==> src/trpc_pkg.sv <==
// ----------------------------------------------------------------------------
// trpc_pkg
// Shared types and constants for the rate to prescale and compare pipeline.
// ----------------------------------------------------------------------------
`timescale 1ns / 1ps
`default_nettype none

package trpc_pkg;

   localparam int unsigned COUNTER_BITS     = 8;
   localparam int unsigned NUM_SHIFTS       = 7;
   localparam int unsigned SLOW_LIMIT_SHIFT = 18;
   localparam int unsigned RATE_W           = 32;
   localparam int unsigned NUM_W            = RATE_W + 1;
   localparam int unsigned QUO_W            = COUNTER_BITS + 1;
   localparam int unsigned CMP_W            = COUNTER_BITS;
   localparam int unsigned SHIFT_W          = 5;

   localparam logic [2:0]       CODE_FASTEST = 3'd1;
   localparam logic [2:0]       CODE_SLOWEST = 3'd7;
   localparam logic [CMP_W-1:0] MAX_COMPARE  = {CMP_W{1'b1}};
   localparam logic [RATE_W-1:0] CLOCK_RESET = 32'd16000000;

   typedef enum logic [1:0] {
      STATUS_IN_RANGE = 2'd0,
      STATUS_TOO_FAST = 2'd1,
      STATUS_TOO_SLOW = 2'd2
   } status_type;

   typedef struct packed {
      logic [2:0] code;
      status_type status;
   } meta_type;

   function automatic logic [SHIFT_W-1:0] shift_of(input logic [2:0] idx);
      logic [SHIFT_W-1:0] s;
      unique case (idx)
         3'd0:    s = 5'd0;
         3'd1:    s = 5'd3;
         3'd2:    s = 5'd5;
         3'd3:    s = 5'd6;
         3'd4:    s = 5'd7;
         3'd5:    s = 5'd8;
         3'd6:    s = 5'd10;
         default: s = 5'd10;
      endcase
      return s;
   endfunction

endpackage

`default_nettype wire

==> src/timer_rate_to_prescale_compare.sv <==
// ----------------------------------------------------------------------------
// timer_rate_to_prescale_compare
// Requested interrupt rate in, prescaler code and 8-bit compare value out.
//
// Request channel: req_valid / req_stall carry req_requested_rate_hz.
// Response channel: rsp_valid / rsp_stall carry rsp_prescale_code,
// rsp_compare_value and rsp_range_status (0 in range, 1 too fast,
// 2 too slow). csr_write_enable / csr_write_data set the timer clock in
// hertz; write it only while no request is in flight.
// Stages: one for the range check and shift choice, one for the rounded
// numerator, nine for the quotient (one restoring division bit per stage)
// and the output register. A new request is taken every cycle while rsp_stall
// is low. When rsp_stall is high the pipeline holds, empty stages still fill,
// and req_stall rises once every stage is occupied.
// Reset empties the pipeline and sets the clock register to 16 MHz.
// ----------------------------------------------------------------------------
`timescale 1ns / 1ps
`default_nettype none

module timer_rate_to_prescale_compare (
   input  wire logic         clock,
   input  wire logic         reset,
   input  wire logic         req_valid,
   output logic              req_stall,
   input  wire logic [31:0]  req_requested_rate_hz,
   output logic              rsp_valid,
   input  wire logic         rsp_stall,
   output logic [2:0]        rsp_prescale_code,
   output logic [7:0]        rsp_compare_value,
   output logic [1:0]        rsp_range_status,
   input  wire logic         csr_write_enable,
   input  wire logic [31:0]  csr_write_data
);

   localparam int unsigned NSTG = trpc_pkg::QUO_W;

   logic [trpc_pkg::RATE_W-1:0]  cpu_clock_hz_ff, cpu_clock_hz_in;
   logic                         sel_ready;

   logic                         d_valid [NSTG+1];
   logic                         d_ready [NSTG+1];
   logic [trpc_pkg::NUM_W-1:0]   d_rem   [NSTG+1];
   logic [trpc_pkg::QUO_W-1:0]   d_quo   [NSTG+1];
   logic [trpc_pkg::RATE_W-1:0]  d_rate  [NSTG+1];
   trpc_pkg::meta_type           d_meta  [NSTG+1];

   assign cpu_clock_hz_in = csr_write_enable ? csr_write_data : cpu_clock_hz_ff;

   always_ff @(posedge clock) begin
      if (reset) begin
         cpu_clock_hz_ff <= trpc_pkg::CLOCK_RESET;
      end else begin
         cpu_clock_hz_ff <= cpu_clock_hz_in;
      end
   end

   assign req_stall = !sel_ready;
   assign d_quo[0]  = '0;

   trpc_select u_select (
      .clock     (clock),
      .reset     (reset),
      .clk_hz    (cpu_clock_hz_ff),
      .in_valid  (req_valid),
      .in_ready  (sel_ready),
      .in_rate   (req_requested_rate_hz),
      .out_valid (d_valid[0]),
      .out_ready (d_ready[0]),
      .out_num   (d_rem[0]),
      .out_rate  (d_rate[0]),
      .out_meta  (d_meta[0])
   );

   // Quotient bits from the top down.
   for (genvar k = 0; k < NSTG; k++) begin : g_div
      trpc_div_stage #(.BIT(NSTG - 1 - k)) u_div (
         .clock     (clock),
         .reset     (reset),
         .in_valid  (d_valid[k]),
         .in_ready  (d_ready[k]),
         .in_rem    (d_rem[k]),
         .in_quo    (d_quo[k]),
         .in_rate   (d_rate[k]),
         .in_meta   (d_meta[k]),
         .out_valid (d_valid[k+1]),
         .out_ready (d_ready[k+1]),
         .out_rem   (d_rem[k+1]),
         .out_quo   (d_quo[k+1]),
         .out_rate  (d_rate[k+1]),
         .out_meta  (d_meta[k+1])
      );
   end

   trpc_finish u_finish (
      .clock       (clock),
      .reset       (reset),
      .in_valid    (d_valid[NSTG]),
      .in_ready    (d_ready[NSTG]),
      .in_quo      (d_quo[NSTG]),
      .in_meta     (d_meta[NSTG]),
      .out_valid   (rsp_valid),
      .out_ready   (!rsp_stall),
      .out_code    (rsp_prescale_code),
      .out_compare (rsp_compare_value),
      .out_status  (rsp_range_status)
   );

endmodule

`default_nettype wire

==> src/trpc_select.sv <==
// ----------------------------------------------------------------------------
// trpc_select
// Range check and prescaler choice, then the rounded numerator; two stages.
// ----------------------------------------------------------------------------
`timescale 1ns / 1ps
`default_nettype none

module trpc_select (
   input  wire logic                           clock,
   input  wire logic                           reset,
   input  wire logic [trpc_pkg::RATE_W-1:0]    clk_hz,
   input  wire logic                           in_valid,
   output logic                                in_ready,
   input  wire logic [trpc_pkg::RATE_W-1:0]    in_rate,
   output logic                                out_valid,
   input  wire logic                           out_ready,
   output logic [trpc_pkg::NUM_W-1:0]          out_num,
   output logic [trpc_pkg::RATE_W-1:0]         out_rate,
   output trpc_pkg::meta_type                  out_meta
);

   logic                         found;
   logic [2:0]                   idx;
   logic                         too_fast;
   logic                         too_slow;
   trpc_pkg::meta_type           meta_in;

   logic                         v1_ff, v1_in;
   logic                         rdy1;
   logic [trpc_pkg::RATE_W-1:0]  top_ff, top_in;
   logic [trpc_pkg::RATE_W-1:0]  rate1_ff;
   trpc_pkg::meta_type           meta1_ff;

   logic                         v2_ff, v2_in;
   logic                         rdy2;
   logic [trpc_pkg::NUM_W-1:0]   num_ff, num_in;
   logic [trpc_pkg::RATE_W-1:0]  rate2_ff;
   trpc_pkg::meta_type           meta2_ff;

   // Lowest matching shift index wins: scan from the slowest down, later matches overwrite.
   always_comb begin
      found = 1'b0;
      idx   = 3'd0;
      for (int i = trpc_pkg::NUM_SHIFTS - 1; i >= 0; i--) begin
         if (in_rate > (clk_hz >> (trpc_pkg::shift_of(3'(i)) + 5'(trpc_pkg::COUNTER_BITS))))
         begin
            found = 1'b1;
            idx   = 3'(i);
         end
      end
   end

   always_comb begin
      too_fast = in_rate > clk_hz;
      too_slow = in_rate < (clk_hz >> trpc_pkg::SLOW_LIMIT_SHIFT);
      top_in   = clk_hz >> trpc_pkg::shift_of(idx);
      priority if (too_fast) begin
         meta_in.code   = trpc_pkg::CODE_FASTEST;
         meta_in.status = trpc_pkg::STATUS_TOO_FAST;
      end else if (too_slow || !found) begin
         meta_in.code   = trpc_pkg::CODE_SLOWEST;
         meta_in.status = trpc_pkg::STATUS_TOO_SLOW;
      end else begin
         meta_in.code   = idx + 3'd1;
         meta_in.status = trpc_pkg::STATUS_IN_RANGE;
      end
   end

   assign rdy2     = !v2_ff || out_ready;
   assign rdy1     = !v1_ff || rdy2;
   assign in_ready = rdy1;
   assign v1_in    = rdy1 ? in_valid : v1_ff;
   assign v2_in    = rdy2 ? v1_ff : v2_ff;
   assign num_in   = {1'b0, top_ff} + {2'b0, rate1_ff[trpc_pkg::RATE_W-1:1]};

   always_ff @(posedge clock) begin
      if (reset) begin
         v1_ff <= 1'b0;
         v2_ff <= 1'b0;
      end else begin
         v1_ff <= v1_in;
         v2_ff <= v2_in;
      end
   end

   always_ff @(posedge clock) begin
      if (rdy1 && in_valid) begin
         top_ff   <= top_in;
         rate1_ff <= in_rate;
         meta1_ff <= meta_in;
      end
      if (rdy2 && v1_ff) begin
         num_ff   <= num_in;
         rate2_ff <= rate1_ff;
         meta2_ff <= meta1_ff;
      end
   end

   assign out_valid = v2_ff;
   assign out_num   = num_ff;
   assign out_rate  = rate2_ff;
   assign out_meta  = meta2_ff;

endmodule

`default_nettype wire

==> src/trpc_div_stage.sv <==
// ----------------------------------------------------------------------------
// trpc_div_stage
// One restoring-division step: settle quotient bit BIT and register.
// ----------------------------------------------------------------------------
`timescale 1ns / 1ps
`default_nettype none

module trpc_div_stage #(
   parameter int unsigned BIT = 0
) (
   input  wire logic                           clock,
   input  wire logic                           reset,
   input  wire logic                           in_valid,
   output logic                                in_ready,
   input  wire logic [trpc_pkg::NUM_W-1:0]     in_rem,
   input  wire logic [trpc_pkg::QUO_W-1:0]     in_quo,
   input  wire logic [trpc_pkg::RATE_W-1:0]    in_rate,
   input  wire trpc_pkg::meta_type             in_meta,
   output logic                                out_valid,
   input  wire logic                           out_ready,
   output logic [trpc_pkg::NUM_W-1:0]          out_rem,
   output logic [trpc_pkg::QUO_W-1:0]          out_quo,
   output logic [trpc_pkg::RATE_W-1:0]         out_rate,
   output trpc_pkg::meta_type                  out_meta
);

   localparam int unsigned EXT_W = trpc_pkg::RATE_W + trpc_pkg::QUO_W + 1;

   logic [EXT_W-1:0]              rem_x, den_x, diff;
   logic                          take;
   logic                          ready;
   logic                          valid_ff, valid_in;
   logic [trpc_pkg::NUM_W-1:0]    rem_ff, rem_in;
   logic [trpc_pkg::QUO_W-1:0]    quo_ff, quo_in;
   logic [trpc_pkg::RATE_W-1:0]   rate_ff;
   trpc_pkg::meta_type            meta_ff;

   always_comb begin
      rem_x  = EXT_W'(in_rem);
      den_x  = EXT_W'(in_rate) << BIT;
      diff   = rem_x - den_x;
      take   = rem_x >= den_x;
      rem_in = take ? diff[trpc_pkg::NUM_W-1:0] : in_rem;
      quo_in = in_quo;
      quo_in[BIT] = take;
   end

   assign ready    = !valid_ff || out_ready;
   assign in_ready = ready;
   assign valid_in = ready ? in_valid : valid_ff;

   always_ff @(posedge clock) begin
      if (reset) begin
         valid_ff <= 1'b0;
      end else begin
         valid_ff <= valid_in;
      end
   end

   always_ff @(posedge clock) begin
      if (ready && in_valid) begin
         rem_ff  <= rem_in;
         quo_ff  <= quo_in;
         rate_ff <= in_rate;
         meta_ff <= in_meta;
      end
   end

   assign out_valid = valid_ff;
   assign out_rem   = rem_ff;
   assign out_quo   = quo_ff;
   assign out_rate  = rate_ff;
   assign out_meta  = meta_ff;

endmodule

`default_nettype wire

==> src/trpc_finish.sv <==
// ----------------------------------------------------------------------------
// trpc_finish
// Turn the quotient into a clamped compare value; output register.
// ----------------------------------------------------------------------------
`timescale 1ns / 1ps
`default_nettype none

module trpc_finish (
   input  wire logic                          clock,
   input  wire logic                          reset,
   input  wire logic                          in_valid,
   output logic                               in_ready,
   input  wire logic [trpc_pkg::QUO_W-1:0]    in_quo,
   input  wire trpc_pkg::meta_type            in_meta,
   output logic                               out_valid,
   input  wire logic                          out_ready,
   output logic [2:0]                         out_code,
   output logic [trpc_pkg::CMP_W-1:0]         out_compare,
   output logic [1:0]                         out_status
);

   logic [trpc_pkg::QUO_W-1:0]   dec;
   logic [trpc_pkg::CMP_W-1:0]   cmp_in, cmp_ff;
   trpc_pkg::meta_type           meta_ff;
   logic                         ready;
   logic                         valid_ff, valid_in;

   always_comb begin
      dec = in_quo - trpc_pkg::QUO_W'(1);
      priority if (in_meta.status == trpc_pkg::STATUS_TOO_FAST) begin
         cmp_in = '0;
      end else if (in_meta.status == trpc_pkg::STATUS_TOO_SLOW) begin
         cmp_in = trpc_pkg::MAX_COMPARE;
      end else if (in_quo == '0) begin
         cmp_in = '0;
      end else if (dec > trpc_pkg::QUO_W'(trpc_pkg::MAX_COMPARE)) begin
         cmp_in = trpc_pkg::MAX_COMPARE;
      end else begin
         cmp_in = dec[trpc_pkg::CMP_W-1:0];
      end
   end

   assign ready    = !valid_ff || out_ready;
   assign in_ready = ready;
   assign valid_in = ready ? in_valid : valid_ff;

   always_ff @(posedge clock) begin
      if (reset) begin
         valid_ff <= 1'b0;
      end else begin
         valid_ff <= valid_in;
      end
   end

   always_ff @(posedge clock) begin
      if (ready && in_valid) begin
         cmp_ff  <= cmp_in;
         meta_ff <= in_meta;
      end
   end

   assign out_valid   = valid_ff;
   assign out_code    = meta_ff.code;
   assign out_compare = cmp_ff;
   assign out_status  = meta_ff.status;

endmodule

`default_nettype wire

==> config.mk <==
export PLATFORM = sky130hd
export DESIGN_NAME = timer_rate_to_prescale_compare
export DESIGN_NICKNAME = d
export VERILOG_FILES = /design/src/trpc_pkg.sv /design/src/timer_rate_to_prescale_compare.sv /design/src/trpc_select.sv /design/src/trpc_div_stage.sv /design/src/trpc_finish.sv
export SDC_FILE = /design/constraint.sdc
export NUM_CORES = 2
export LEC_CHECK = 0
export ABC_AREA = 1
export BUFFER_PORTS_ARGS = -buffer_cell sky130_fd_sc_hd__buf_2
export CAP_MARGIN = 0
export CORE_AREA = 5 5 339 425
export DETAILED_ROUTE_END_ITERATION = 8
export DIE_AREA = 0 0 344 430
export SYNTH_ARGS = -nofsm -noshare
export SYNTH_HDL_FRONTEND = slang
export SYNTH_SLANG_ARGS = --single-unit
==> constraint.sdc <==
create_clock -name clock -period 6 [get_ports clock]
set_input_delay 0.3 -clock clock [delete_from_list [all_inputs] [get_ports clock]]
set_output_delay 0.3 -clock clock [all_outputs]
set_load 0.02 [all_outputs]
==> reports/qor.txt <==
Post-synth top area share -> 48.6%
CTS Buffer Depth -> 3
Die W -> 344 µm
Syn nets -> 5,451
DR vias/cell -> 4.82
P_leak -> 22.2 nW
DR WL/cell -> 16.0 µm
Commonest cells after routing, fill and taps aside -> 926 x nand2_1, 762 x edfxtp_1, 632 x inv_1, 467 x a21oi_1, 459 x ha_1
Drt total wl -> 112,000 µm
RePlAce Congestion -> 0.950
Post-synth EDFFs -> 762
Setup violators final -> 0
RSZ-0062 raised after global routing -> no
Seq/Total Area, Yosys -> 50.4%
Clock slew at reported path FFs -> 70 ps
Commonest non-fill, non-tap cell in the layout -> nand2_1
P per Cell Area -> 246 nW/µm²
Syn avg cell area -> 9.59 µm²
DRC violations left -> 0
First-pass GRT wire length -> 179,000 µm
Initial antenna violation count -> 0
CTS Root Cell -> clkbuf_16
Relative slew slack -> 26.2%
Nature of the critical path endpoint -> flop
FP Rows -> 154
Layout Skew -> 24.3 ps
Most used DFF post-synth -> edfxtp_1
Via Count -> 33,800
Yosys synthesis warning count -> 0
Congestion Overflow GR -> 0
Hpwl dp -> 89,800 µm
DRT Pass-1 Iters -> 5
Post-synth ARST share -> 0%
Vias in the first global route -> 34,700
Worst-path maximum fanout -> 36
Status -> finished, final reports clean
DRT iter0 DRCs -> 1,606
Area Overhead vs Synth -> 12.7%
Worst EP arrival -> 5140 ps
Post-synthesis instance area -> 47,100 µm²
Slew Limit Fails -> 0
Initial Util -> 33.7%
Crit-path max cell delay -> 480 ps
Worst-Margin Slew -> 1110 ps
Overall routing resource usage -> 15.1%
Layout cells sized above 1 -> 5.90%
Yosys top cell by area -> edfxtp_1
Setup TNS -> 0 ps
Peak supply drop -> 0.000173 V
CTS Buf Count -> 89
Largest net degree at the start of global routing -> 72
Input/output buffers -> 83
Mapped Cells -> 4,914
Cell mode on critical path -> nand2_1
Kind of cell adding the most delay to the critical path -> simple AND/OR/NAND/NOR gates
Hold/Removal Path Class -> in2reg
Worst skew pair latency -> 660 ps
Worst Path Class, Setup -> reg2reg
Critical path's slowest cell -> dfxtp_1
WP buf/inv -> 3
Chip Height -> 430 µm
Area contributors post-synth -> edfxtp_1 49%, ha_1 12%, nand2_1 7.4%, inv_1 5.1%, a21oi_1 5.0%
Power, Total -> 13.0 mW
Fmax -> 211 MHz
Diode count -> 0
Fin. Hold Viols -> 0
Die Area -> 148,000 µm²
Worst path cell trace -> inv_1, ha_1, nand2_1, nor2_1, nand2_1, nand2_1, nand2_1, nand2_1, nand2_1, nand2_1, nand2_1, nand2_2, a21oi_1, inv_1, ha_1, nand3_4, nand2_4, nor2_4, nand2_4, inv_4, nand2_1, nand3_1, nand3_1, nand2_1
Worst setup SP type -> flop
CTS sink count -> 806
Number of synthesized register bits -> 806
Htree depth -> 3
Post-CTS resize count -> 0
Area of the core -> 140,000 µm²
Max-Cap Viols -> 0
CTS tree -> built
Synth cell types -> 64
Fill cells -> 13,900
Period utilization -> 78.9%
Minimum clock period -> 4740 ps
Final-stage net count -> 5,616
Postcts setup bufs -> 0
Antenna Nets Post-Route -> 0
I/O pin count -> 84
Worst Path Required -> 6400 ps
## worst reg2reg max path, cell delays in order (launching register included)
cell and delay (ps):
dfxtp_1 480, inv_1 220, ha_1 350, nand2_1 70, nor2_1 440, nand2_1 100
nand2_1 210, nand2_1 80, nand2_1 90, nand2_1 50, nand2_1 60, nand2_1 110
nand2_2 160, a21oi_1 90, inv_1 90, ha_1 210, nand3_4 340, nand2_4 210
nor2_4 50, nand2_4 310, inv_4 250, nand2_1 170, nand3_1 110, nand3_1 170
nand2_1 70
## registers in the layout (all words and copies together), names as in the netlist
register,cells
cpu_clock_hz_ff,32
g_div.u_div.out_meta,45
g_div.u_div.out_quo,45
g_div.u_div.out_rate,256
g_div.u_div.out_rem,264
g_div.u_div.out_valid,9
u_finish.out_code,3
u_finish.out_compare,8
u_finish.out_status,2
u_finish.out_valid,1
u_select.meta1_ff,5
u_select.out_meta,5
u_select.out_num,33
u_select.out_rate,32
u_select.out_valid,1
u_select.rate1_ff,32
u_select.top_ff,32
u_select.v1_ff,1
## cell usage after synthesis (5+ instances only)
master,count
nand2_1,926
a211oi_1,11
nand4_1,80
nand2_4,5
buf_4,11
a21boi_0,9
a21oi_1,468
o221ai_1,5
nand3_1,225
a21o_1,26
inv_1,636
xor2_1,110
a221oi_1,6
clkbuf_1,29
nor2_1,327
o21ai_1,30
or2_2,17
buf_1,7
o21ai_0,338
nor4_1,30
edfxtp_1,762
o21bai_1,18
o31ai_1,6
nand3b_1,7
fa_1,9
o21a_1,13
xnor2_1,113
a31oi_1,22
a21boi_1,5
o211ai_1,13
dfxtp_1,44
ha_1,459
buf_2,35
nor3_1,55
## final timing paths
path                             start                         to  slack (ps)  cells after the start
max                cpu_clock_hz_ff[15]        u_select.top_ff[18]        1260                     24
min           req_requested_rate_hz[5]       u_select.rate1_ff[5]          40                      1
max reg2reg        cpu_clock_hz_ff[15]        u_select.top_ff[18]        1260                     24
min reg2reg  g_div[2].u_div.out_quo[6]  g_div[3].u_div.out_quo[6]         410                      0
## layout make-up
cell class	count	area [µm²]	area share (%)
clock buffer	115	2440	4.59
clock inverter	50	475	0.895
inverter	641	2410	4.54
multi-input combinational	3381	20600	38.7
sequential	806	23800	44.7
tap	1872	2340	4.41
timing repair buffer	160	1120	2.11
## routing by layer
layer | global-route usage [%] | part of all wire [%] | vias up
met5 | 0 | 0 | -
met4 | 8.85 | 6.6 | 0
met3 | 1.72 | 3.0 | 267
met2 | 29.3 | 54 | 595
met1 | 15.4 | 37 | 15500
li1 | - | - | 17400
## stage by stage
stage               std cells  hold WS [ps]  setup slack [ps]  util (%)  area [µm²]
floorplan                4914           399               966         -       47100
global placement         6809           402              1260      35.6       49700
detailed placement       6809           405              1310      35.6       49700
CTS                      7025          4.02              1300      38.0       53100
global route             7025          18.5               960      38.0       53100
finish                   7025          43.8              1260      38.0       53100
## report_power, final
| part | leakage, nW | switching, mW | internal [mW] |
|---|---|---|---|
| registers | 7.33 | 0.0953 | 6.28 |
| clock network | 1.42 | 2.21 | 3.18 |
| logic | 13.4 | 0.797 | 0.467 |
| total | 22.2 | 3.11 | 9.93 |
## cell families after synthesis
family / synth area share, %
buffers and inverters: 6.04
AO/OA/AOI/OAI: 11.4
XOR/XNOR: 4.15
AND/OR/NAND/NOR: 15.4
flip-flops: 50.4
adder cells (fa/ha/maj): 12.6
## what timing repair did
action / 4_1_cts / 5_1_grt
endpoints found under the hold margin: 50 / 0
hold buffers: 51 / 0
setup endpoints to repair: 0 / 0
No activity file was read; power rests on OpenSTA's default activity.
